--- src/rtl/dlr_pkg.sv ---
// Shared codes for the DDA line rasterizer.
package dlr_pkg;

  // Function select carried on in_tuser.
  localparam logic FUNC_START   = 1'b0;
  localparam logic FUNC_ADVANCE = 1'b1;

endpackage

--- src/rtl/dda_line_rasterizer_core.sv ---
// DDA line rasterizer core: setup divider, fixed-point stepper and output register.

// A start beat (in_tuser = FUNC_START) carries two endpoints. The start pixel
// goes out on the cycle after acceptance. The minor-axis increment then comes
// from a restoring divider that resolves one quotient bit a cycle, and the core
// stays busy until all FRAC_BITS quotient bits are resolved. Lines whose |dx|
// equals |dy|, and zero-length lines, need no division. Each advance beat
// (FUNC_ADVANCE) produces the next pixel, with out_tlast set on the end point.
// An advance beat with no line in progress is consumed and yields nothing. A
// start beat abandons any line in progress. Input is taken when no division
// is running and the output register is free or being drained.
module dda_line_rasterizer_core
  import dlr_pkg::*;
#(
  parameter int COORD_BITS = 10,
  parameter int FRAC_BITS  = 16,
  localparam int IN_W  = ((4 * COORD_BITS + 7) / 8) * 8,
  localparam int OUT_W = ((2 * COORD_BITS + 7) / 8) * 8
) (
  input  logic             clk,
  input  logic             rst_n,
  input  logic             in_tvalid,
  output logic             in_tready,
  // x_start, y_start, x_end, y_end (lowest bits first), zero padded
  input  logic [IN_W-1:0]  in_tdata,
  // func
  input  logic             in_tuser,
  output logic             out_tvalid,
  input  logic             out_tready,
  // pixel_x, pixel_y (lowest bits first), zero padded
  output logic [OUT_W-1:0] out_tdata,
  output logic             out_tlast
);

  localparam int CB = COORD_BITS;
  localparam int F  = FRAC_BITS;
  localparam int PW = CB + F;        // biased position, never negative
  localparam int IW = F + 2;         // signed Q1.F increment
  localparam int CW = $clog2(F);

  localparam logic S_IDLE = 1'b0;
  localparam logic S_DIV  = 1'b1;

  localparam logic [IW-1:0] ONE = {2'b01, {F{1'b0}}};

  logic          state_r, state_nxt;
  logic          active_r, active_nxt;
  logic [CB-1:0] steps_left_r, steps_left_nxt;
  logic [PW-1:0] pos_x_r, pos_x_nxt, pos_y_r, pos_y_nxt;
  logic [IW-1:0] inc_x_r, inc_x_nxt, inc_y_r, inc_y_nxt;
  logic          out_valid_r, out_valid_nxt;
  logic [CB-1:0] pix_x_r, pix_x_nxt, pix_y_r, pix_y_nxt;
  logic          last_r, last_nxt;

  // divider
  logic [CB-1:0] rem_r, rem_nxt;
  logic [CB-1:0] div_r, div_nxt;
  logic [F-1:0]  quo_r, quo_nxt;
  logic [CW-1:0] cnt_r, cnt_nxt;
  logic          x_major_r, x_major_nxt;
  logic          minor_neg_r, minor_neg_nxt;

  logic          in_fire;
  logic [CB-1:0] xs, ys, xe, ye, adx, ady, steps_w, minor_w;
  logic          x_neg, y_neg, x_major_w;
  logic [CB:0]   rem_sh, rem_diff;
  logic          q_bit;
  logic [F-1:0]  quo_fin;
  logic [IW-1:0] minor_inc;
  logic [PW-1:0] adv_x, adv_y;

  assign xs = in_tdata[CB-1:0];
  assign ys = in_tdata[2*CB-1:CB];
  assign xe = in_tdata[3*CB-1:2*CB];
  assign ye = in_tdata[4*CB-1:3*CB];

  assign x_neg     = xe < xs;
  assign y_neg     = ye < ys;
  assign adx       = x_neg ? (xs - xe) : (xe - xs);
  assign ady       = y_neg ? (ys - ye) : (ye - ys);
  assign x_major_w = adx >= ady;
  assign steps_w   = x_major_w ? adx : ady;
  assign minor_w   = x_major_w ? ady : adx;

  assign in_tready = (state_r == S_IDLE) && (!out_valid_r || out_tready);
  assign in_fire   = in_tvalid && in_tready;

  // one restoring step: remainder stays below the divisor
  assign rem_sh    = {rem_r, 1'b0};
  assign rem_diff  = rem_sh - {1'b0, div_r};
  assign q_bit     = !rem_diff[CB];
  assign quo_fin   = {quo_r[F-2:0], q_bit};
  assign minor_inc = minor_neg_r ? (IW'(0) - {2'b00, quo_fin}) : {2'b00, quo_fin};

  assign adv_x = pos_x_r + {{(PW-IW){inc_x_r[IW-1]}}, inc_x_r};
  assign adv_y = pos_y_r + {{(PW-IW){inc_y_r[IW-1]}}, inc_y_r};

  always_comb begin
    state_nxt      = state_r;
    active_nxt     = active_r;
    steps_left_nxt = steps_left_r;
    pos_x_nxt      = pos_x_r;
    pos_y_nxt      = pos_y_r;
    inc_x_nxt      = inc_x_r;
    inc_y_nxt      = inc_y_r;
    out_valid_nxt  = out_valid_r && !out_tready;
    pix_x_nxt      = pix_x_r;
    pix_y_nxt      = pix_y_r;
    last_nxt       = last_r;
    rem_nxt        = rem_r;
    div_nxt        = div_r;
    quo_nxt        = quo_r;
    cnt_nxt        = cnt_r;
    x_major_nxt    = x_major_r;
    minor_neg_nxt  = minor_neg_r;

    unique case (state_r)
      S_IDLE: begin
        if (in_fire) begin
          if (in_tuser == FUNC_START) begin
            pos_x_nxt      = {xs, 1'b1, {(F-1){1'b0}}};
            pos_y_nxt      = {ys, 1'b1, {(F-1){1'b0}}};
            out_valid_nxt  = 1'b1;
            pix_x_nxt      = xs;
            pix_y_nxt      = ys;
            last_nxt       = (steps_w == '0);
            steps_left_nxt = steps_w;
            active_nxt     = (steps_w != '0);
            inc_x_nxt      = x_neg ? (IW'(0) - ONE) : ONE;
            inc_y_nxt      = y_neg ? (IW'(0) - ONE) : ONE;
            x_major_nxt    = x_major_w;
            minor_neg_nxt  = x_major_w ? y_neg : x_neg;
            rem_nxt        = minor_w;
            div_nxt        = steps_w;
            quo_nxt        = '0;
            cnt_nxt        = '0;
            if (steps_w == '0) begin
              inc_x_nxt = '0;
              inc_y_nxt = '0;
            end else if (adx != ady) begin
              state_nxt = S_DIV;
            end
          end else if (active_r) begin
            pos_x_nxt      = adv_x;
            pos_y_nxt      = adv_y;
            out_valid_nxt  = 1'b1;
            pix_x_nxt      = adv_x[PW-1:F];
            pix_y_nxt      = adv_y[PW-1:F];
            last_nxt       = (steps_left_r == CB'(1));
            steps_left_nxt = steps_left_r - CB'(1);
            active_nxt     = (steps_left_r != CB'(1));
          end
        end
      end
      S_DIV: begin
        rem_nxt = q_bit ? rem_diff[CB-1:0] : rem_sh[CB-1:0];
        quo_nxt = quo_fin;
        cnt_nxt = cnt_r + CW'(1);
        if (cnt_r == CW'(F - 1)) begin
          state_nxt = S_IDLE;
          if (x_major_r) begin
            inc_y_nxt = minor_inc;
          end else begin
            inc_x_nxt = minor_inc;
          end
        end
      end
      default: state_nxt = S_IDLE;
    endcase
  end

  always_ff @(posedge clk) begin
    if (!rst_n) begin
      state_r      <= S_IDLE;
      active_r     <= 1'b0;
      steps_left_r <= '0;
      out_valid_r  <= 1'b0;
      cnt_r        <= '0;
    end else begin
      state_r      <= state_nxt;
      active_r     <= active_nxt;
      steps_left_r <= steps_left_nxt;
      out_valid_r  <= out_valid_nxt;
      cnt_r        <= cnt_nxt;
    end
  end

  always_ff @(posedge clk) begin
    pos_x_r     <= pos_x_nxt;
    pos_y_r     <= pos_y_nxt;
    inc_x_r     <= inc_x_nxt;
    inc_y_r     <= inc_y_nxt;
    pix_x_r     <= pix_x_nxt;
    pix_y_r     <= pix_y_nxt;
    last_r      <= last_nxt;
    rem_r       <= rem_nxt;
    div_r       <= div_nxt;
    quo_r       <= quo_nxt;
    x_major_r   <= x_major_nxt;
    minor_neg_r <= minor_neg_nxt;
  end

  assign out_tvalid = out_valid_r;
  assign out_tdata  = OUT_W'({pix_y_r, pix_x_r});
  assign out_tlast  = last_r;

  // a line in progress always has points left
  a_active_steps: assert property (@(posedge clk) disable iff (!rst_n)
    active_r |-> (steps_left_r != '0))
    else $error("active line with no steps left");

  // a start with unequal deltas launches the divider
  a_start_div: assert property (@(posedge clk) disable iff (!rst_n)
    (in_fire && (in_tuser == FUNC_START) && (adx != ady)) |=> (state_r == S_DIV))
    else $error("divider not started");

  // a held beat is never overwritten
  a_no_overwrite: assert property (@(posedge clk) disable iff (!rst_n)
    (out_valid_r && !out_tready) |=> (out_valid_r && $stable(pix_x_r) && $stable(pix_y_r)))
    else $error("pending output lost");

endmodule
--- config.mk ---
export PLATFORM = sky130hd
export DESIGN_NAME = dda_line_rasterizer_core
export DESIGN_NICKNAME = d
export VERILOG_FILES = /design/src/rtl/dlr_pkg.sv /design/src/rtl/dda_line_rasterizer_core.sv
export SDC_FILE = /design/constraint.sdc
export NUM_CORES = 1
export LEC_CHECK = 0
export BUFFER_PORTS_ARGS = -buffer_cell sky130_fd_sc_hd__buf_4
export CAP_MARGIN = 20
export CORE_MARGIN = 5
export CORE_UTILIZATION = 25
export DETAILED_ROUTE_END_ITERATION = 7
export GPL_TIMING_DRIVEN = 0
export SLEW_MARGIN = 10
export SYNTH_ARGS = -nofsm -noshare
export SYNTH_HDL_FRONTEND = slang
export SYNTH_SLANG_ARGS = --single-unit
--- constraint.sdc ---
create_clock -name clk -period 11.6 [get_ports clk]
set_input_delay 1.74 -clock clk [delete_from_list [all_inputs] [get_ports clk]]
set_output_delay 1.74 -clock clk [all_outputs]
set_load 0.005 [all_outputs]
Yosys cells after proc, flatten, opt, wreduce, memory -nomap -nowiden
Index checks and enable logic that the tools add are counted.
W data, S select, Z words.

operators by class
  multiplexer cells = 54
  reductions and logical operators = 15
  div/mod/pow operators = 0
  $add $sub $neg = 10
  shifts and indexed selects = 0
  equality and inequality tests = 10
  multipliers = 0
  bitwise logic cells = 2
  magnitude comparators = 3

operators by type and width
  cell                     number
  $mux W18                 13
  $mux W10                 13
  $mux W26                 4
  $pmux W18 S2             2
  $add A26 B26 Y26         2
  $sub A10 B10 Y10         4
  $mux W15                 2
  $pmux W15 S2             1
  $lt A10 B10 Y1           2
  $pmux W10 S2             1
  $sub A1 B16 Y17 const A  1
  $mux W1                  14
  $sub A11 B10 Y11         1
  $eq A10 B1 Y1 const B    1
  $ge A10 B10 Y1           1
  $logic_not A10 Y1        1
  $ne A10 B1 Y1 const B    1
  $ne A10 B10 Y1           1
  $reduce_bool A10 Y1      1
  $sub A10 B1 Y10 const B  1
  $mux W4                  2
  $pmux W4 S2              1
  $reduce_and A4 Y1        2
  $ne A2 B1 Y1 const B     3
  10 further kinds         19

word-level totals
  bits in read-only memories = 0
  RAM bits = 0
  memories kept = 0
  bits in registers = 163
  input port bits = 45
  output and inout bits = 27
  bits in latches = 0
  logic and storage cells = 113

Logic depth before layout (Yosys ltp)
  depth after elaboration = 9
  depth in mapped cells = 24
  mapped depth without buffers = 20

Worst setup path before layout
No wires, ideal clock.

  path kind = input port to flip-flop
  from = input in_tdata[30]
  to = register inc_x_r[16] (data pin)
  setup time = 0.292 ns
  required time = 11.308 ns
  setup slack = 5.451 ns
  stages = 22
  buffers on the path = 2
  arrival = 5.856 ns
  cell sequence = inv_1 ha_1 inv_1 fa_1 a21oi_1 o211ai_1 a31oi_1 a21o_1 buf_2 mux2i_1 xor2_1 inv_1 ha_1 nand2_1 o21ai_0 a21oi_1 o21a_1 buf_6 or2_1 or4_4 a2111oi_4 o21ai_0

on the way
  longest elaborated chain between the ends = 9
  elaborated cells on any way between the ends = 11
  classes of those cells = add/sub (2); order compare (2); mux (6); reduce/logical (1)

ends and longest elaborated chain
  item                                                RTL line                                                        RTL
  from (decl)                                         dda_line_rasterizer_core.sv:25                                  input logic [IN_W-1:0] in_tdata,
  $sub A10 B10 Y10 or $lt A10 B10 Y1 (tied branches)  dda_line_rasterizer_core.sv:80, dda_line_rasterizer_core.sv:78
  $mux W10 (*)                                        dda_line_rasterizer_core.sv:80                                  assign ady = y_neg ? (ys - ye) : (ye - ys);
  $ge A10 B10 Y1                                      dda_line_rasterizer_core.sv:81                                  assign x_major_w = adx >= ady;
  $mux W10 (*)                                        dda_line_rasterizer_core.sv:82                                  assign steps_w = x_major_w ? adx : ady;
  $logic_not A10 Y1 (*)                               dda_line_rasterizer_core.sv:137                                 if (steps_w == '0) begin
  $mux W18 (*)                                        dda_line_rasterizer_core.sv:137
  $mux W18 (*)                                        dda_line_rasterizer_core.sv:120                                 if (in_tuser == FUNC_START) begin
  $mux W18 (*)                                        dda_line_rasterizer_core.sv:119                                 if (in_fire) begin
  $pmux W18 S2 (*)                                    dda_line_rasterizer_core.sv:117                                 unique case (state_r)
  net inc_x_nxt[16]                                   dda_line_rasterizer_core.sv:50                                  logic [IW-1:0] inc_x_r, inc_x_nxt, inc_y_r, inc_y_nxt;
  to (signal assigned)                                dda_line_rasterizer_core.sv:191                                 inc_x_r <= inc_x_nxt;
  to (decl)                                           dda_line_rasterizer_core.sv:50

Mark *: on every way through the listed nets, which the timed path passes. The rest lies on a longest branch. The select of a mux whose other input is x is not followed.
A chain may end at the register's enable or synchronous reset.

Final worst setup path
  from = input in_tdata[30]
  to = register inc_y_r[16] (data pin)

on the way
  longest elaborated chain between the ends = 9
  elaborated cells on any way between the ends = 11
  classes of those cells = add/sub (2); order compare (2); mux (6); reduce/logical (1)

ends and longest elaborated chain
  item                                                RTL line                                                        RTL
  $sub A10 B10 Y10 or $lt A10 B10 Y1 (tied branches)  dda_line_rasterizer_core.sv:80, dda_line_rasterizer_core.sv:78
  $mux W10 (*)                                        dda_line_rasterizer_core.sv:80
  $ge A10 B10 Y1                                      dda_line_rasterizer_core.sv:81
  $mux W10 (*)                                        dda_line_rasterizer_core.sv:82
  $logic_not A10 Y1 (*)                               dda_line_rasterizer_core.sv:137
  $mux W18 (*)                                        dda_line_rasterizer_core.sv:137
  $mux W18 (*)                                        dda_line_rasterizer_core.sv:120
  $mux W18 (*)                                        dda_line_rasterizer_core.sv:119
  $pmux W18 S2 (*)                                    dda_line_rasterizer_core.sv:117
  to (signal assigned)                                dda_line_rasterizer_core.sv:192                                 inc_y_r <= inc_y_nxt;
  to (decl)                                           dda_line_rasterizer_core.sv:50

Mark *: on every way between the ends. The rest lies on a longest branch, timed or not. The select of a mux whose other input is x is not followed.

==> results.md <==
- Starting DRT DRC Count: 509
- Boundary pin count: 72
- Reg2Reg Capture Point: inc_y_r[16]
- Met3 Wirelength: 1300 um
- Post-synth EDFFs: 126
- Clk_skew: 14.6 ps
- Setup bufs post-CTS: 0
- Met2 WL: 14200 um
- CP Launch Type: input port
- Crit. Startpoint: in_tdata[30]
- Area of the die: 48700 sq um
- Seq/Total Area, Yosys: 37.2%
- Worst VDD drop: 113 uV
- Max-slew violations: 0
- DP Area: 12500 sq um
- Kind of critical path: input port to flop
- Port bufs: 67
- Top layer in use: met4
- Worst Hold Class: flop to flop
- Post-synth ARST share: 0%
- Result of the run: finished clean
- Layout cells sized above 1: 12.8%
- Clock sink total: 143
- Cells after synthesis: 1183
- Final ANT Viol Nets: 0
- Via count: 8810
- # fillers: 4610
- Die height: 221 um
- Crit path time final: 6840 ps
- Clock slew at reported path FFs: 70 ps
- Routed length on met1: 13200 um
- Reg2Reg Launch Point: rem_r[0]
- Global-route wire length before repair: 46700 um
- Core area: 44000 sq um
- Top FF cell, synth: edfxtp_1
- Top post-synthesis cells by area: edfxtp_1 34%, ha_1 13%, a21oi_1 3.9%, nor2_1 3.7%, o21ai_0 3.3%
- Post-Syn Area: 11100 sq um
- Endpoints failing hold: 0
- Final worst-path setup slack: 4760 ps
- TritonCTS clock tree: yes
- CTS buffer count: 17
- Flops & latches, synth: 143
- Initial core utilization: 25.2%
- Insertion delay to the later sink of the worst-skew pair: 430 ps
- Fin Setup TNS: 0 ps
- Area Growth Syn to Fin: 17.6%
- Count leader, synth: edfxtp_1
- Avg Cell Area, Syn: 9.38 sq um
- Per-cell routed wire length: 15.7 um
- Final Routed Wirelength: 29500 um
- Pre-antenna DRT Iters: 4
- Slew @ Worst Pin: 996 ps
- Pin count of the biggest net entering global routing: 45
- Area of the multi-input gates: 6280 sq um
- Synth cell count leaders: 126 x edfxtp_1, 111 x ha_1, 109 x nor2_1, 91 x inv_1, 86 x a21oi_1
- Worst Path Required: 11710 ps
- Final setup vio count: 0
- Count of unique library cells instantiated by Yosys: 78
- P_leak: 5.44 nW
- Synth area leader: edfxtp_1
- Yosys warns: 0
- DRC: 0
- GPL Wtd Cong: 0.898
- PD cells: 161 nW/um^2
- Via density: 4.68
- Crit path arrival time: 6950 ps
- Design area: 13000 sq um
- Clk buf depth: 2
- Place WS: 4380 ps
- Worst Setup EP: inc_y_r[16]
- CTS Root Cell: clkbuf_16
- Die Wd: 221 um
- CTS H-tree depth: 4
- CP endpoint kind: flop
- Post-synth top area share: 34.1%
- Worst slew margin: 33.6%
- FF/Latch Area: 4120 sq um
- Resize count post-CTS: 0
- Diode count: 0
- Vias in the first global route: 8762
- Gr ovfl total: 0
- Layout Nets: 1439
- Total Routing Usage GR: 12.1%
- Antenna violations before repair: 0
- CTS Hold Bufs: 0
- R2r worst-path depth: 13
- Row cnt: 77
- Reg2Reg Setup Slack: 6890 ps
- Fin crit share: 59.0%
- DP HPWL: 23200 um
- Max Freq: 0.146 GHz
- Max Cap Viol: 0
- CP Max Fanout: 10
- Util after Layout: 29.6%
- Unrepaired setup endpoints after global routing: no
## logic make-up after synthesis
logic type	after synthesis	synth area share, %
and+or+nand+nor	342	15.1
AOI/OAI and AO/OA	330	19.2
buffers and inverters	150	6.48
DFF	143	37.2
adders and majority gates	118	13.8
xor gates and xnor gates	69	5.45
muxes	30	2.76
other	1	0.0338
## registers in the layout, indices dropped and copies added (netlist names)
signal / flops
pos_y_r: 26
out_tvalid: 1
x_major_r: 1
steps_left_r: 10
inc_x_r: 18
rem_r: 10
pos_x_r: 26
cnt_r: 4
state_r: 1
inc_y_r: 18
active_r: 1
out_tlast: 1
quo_r: 15
minor_neg_r: 1
div_r: 10
## metal layers
metal,global-route usage (%),vias to the layer above
met5,0,-
met4,3.51,0
met3,2.19,42
met2,20.8,192
met1,15.7,4143
li1,-,4433
## critical path: stages
cell       delay [ps]
buf_4             140
inv_1              50
ha_1              150
inv_1              60
fa_1              380
a21oi_1           250
o211ai_1          130
a31oi_1           280
a21o_1            150
buf_2             270
mux2i_1           250
xor2_1            470
inv_1             100
ha_1              310
nand2_1            70
o21ai_0           190
a21oi_1           100
o21a_1            180
buf_6             130
or2_1             220
or4_4             530
a2111oi_4         600
o21ai_0           210
## cell usage in the layout, fill, tap and decap left out, types with 6 or more instances in the layout
cell type	instances
buf_4	91
nand3_1	17
and3_1	9
mux2i_1	25
nand2b_1	24
nor3_1	23
o21a_1	22
a31oi_1	13
o21ai_0	73
nand3b_1	6
dfxtp_1	17
clkbuf_1	19
o22ai_1	6
o211ai_1	8
a21oi_1	86
a21boi_0	9
o21bai_1	7
xor2_1	34
edfxtp_1	126
nand2_1	70
xnor2_1	35
a21o_1	30
a211oi_1	15
inv_1	91
ha_1	111
nor2b_1	25
nor2_1	106
and2_1	25
or3_1	9
buf_6	6
o31ai_1	13
clkbuf_16	19
fa_1	7
## through the flow
stage,power [W],hold slack [ps],cells
CTS,0.00210,471,1881
global placement,0.00152,446,1845
global route,0.00223,506,1881
floorplan,0.00131,430,1186
finish,0.00210,471,1881
detailed placement,0.00154,458,1849
## power breakdown
group          total, W  switching [W]  internal (W)  leakage, nW
logic          0.000845       0.000494      0.000351         3.80
clock network  0.000556       0.000242      0.000314        0.297
registers      0.000694      0.0000383      0.000656         1.34
## worst min path at each step
| stage | cells past startpoint | to | from |
|---|---|---|---|
| 5_1_grt | 1 | cnt_r[3] | cnt_r[3] |
| 4_1_cts | 1 | cnt_r[3] | cnt_r[3] |
| 6_report | 1 | cnt_r[3] | cnt_r[3] |
| 3_5_place_dp | 1 | cnt_r[3] | cnt_r[3] |
| 2_1_floorplan | 1 | cnt_r[3] | cnt_r[3] |
| 3_3_place_gp | 1 | cnt_r[3] | cnt_r[3] |
## cell type report
cell class / count / area share [%]
timing repair buffer: 71 / 4.55
tap: 592 / 5.68
buffer: 58 / 2.90
sequential: 143 / 31.6
clock buffer: 21 / 3.81
clock inverter: 11 / 0.681
multi-input combinational: 893 / 48.1
inverter: 92 / 2.65
Power figures use the tool's default switching activity.
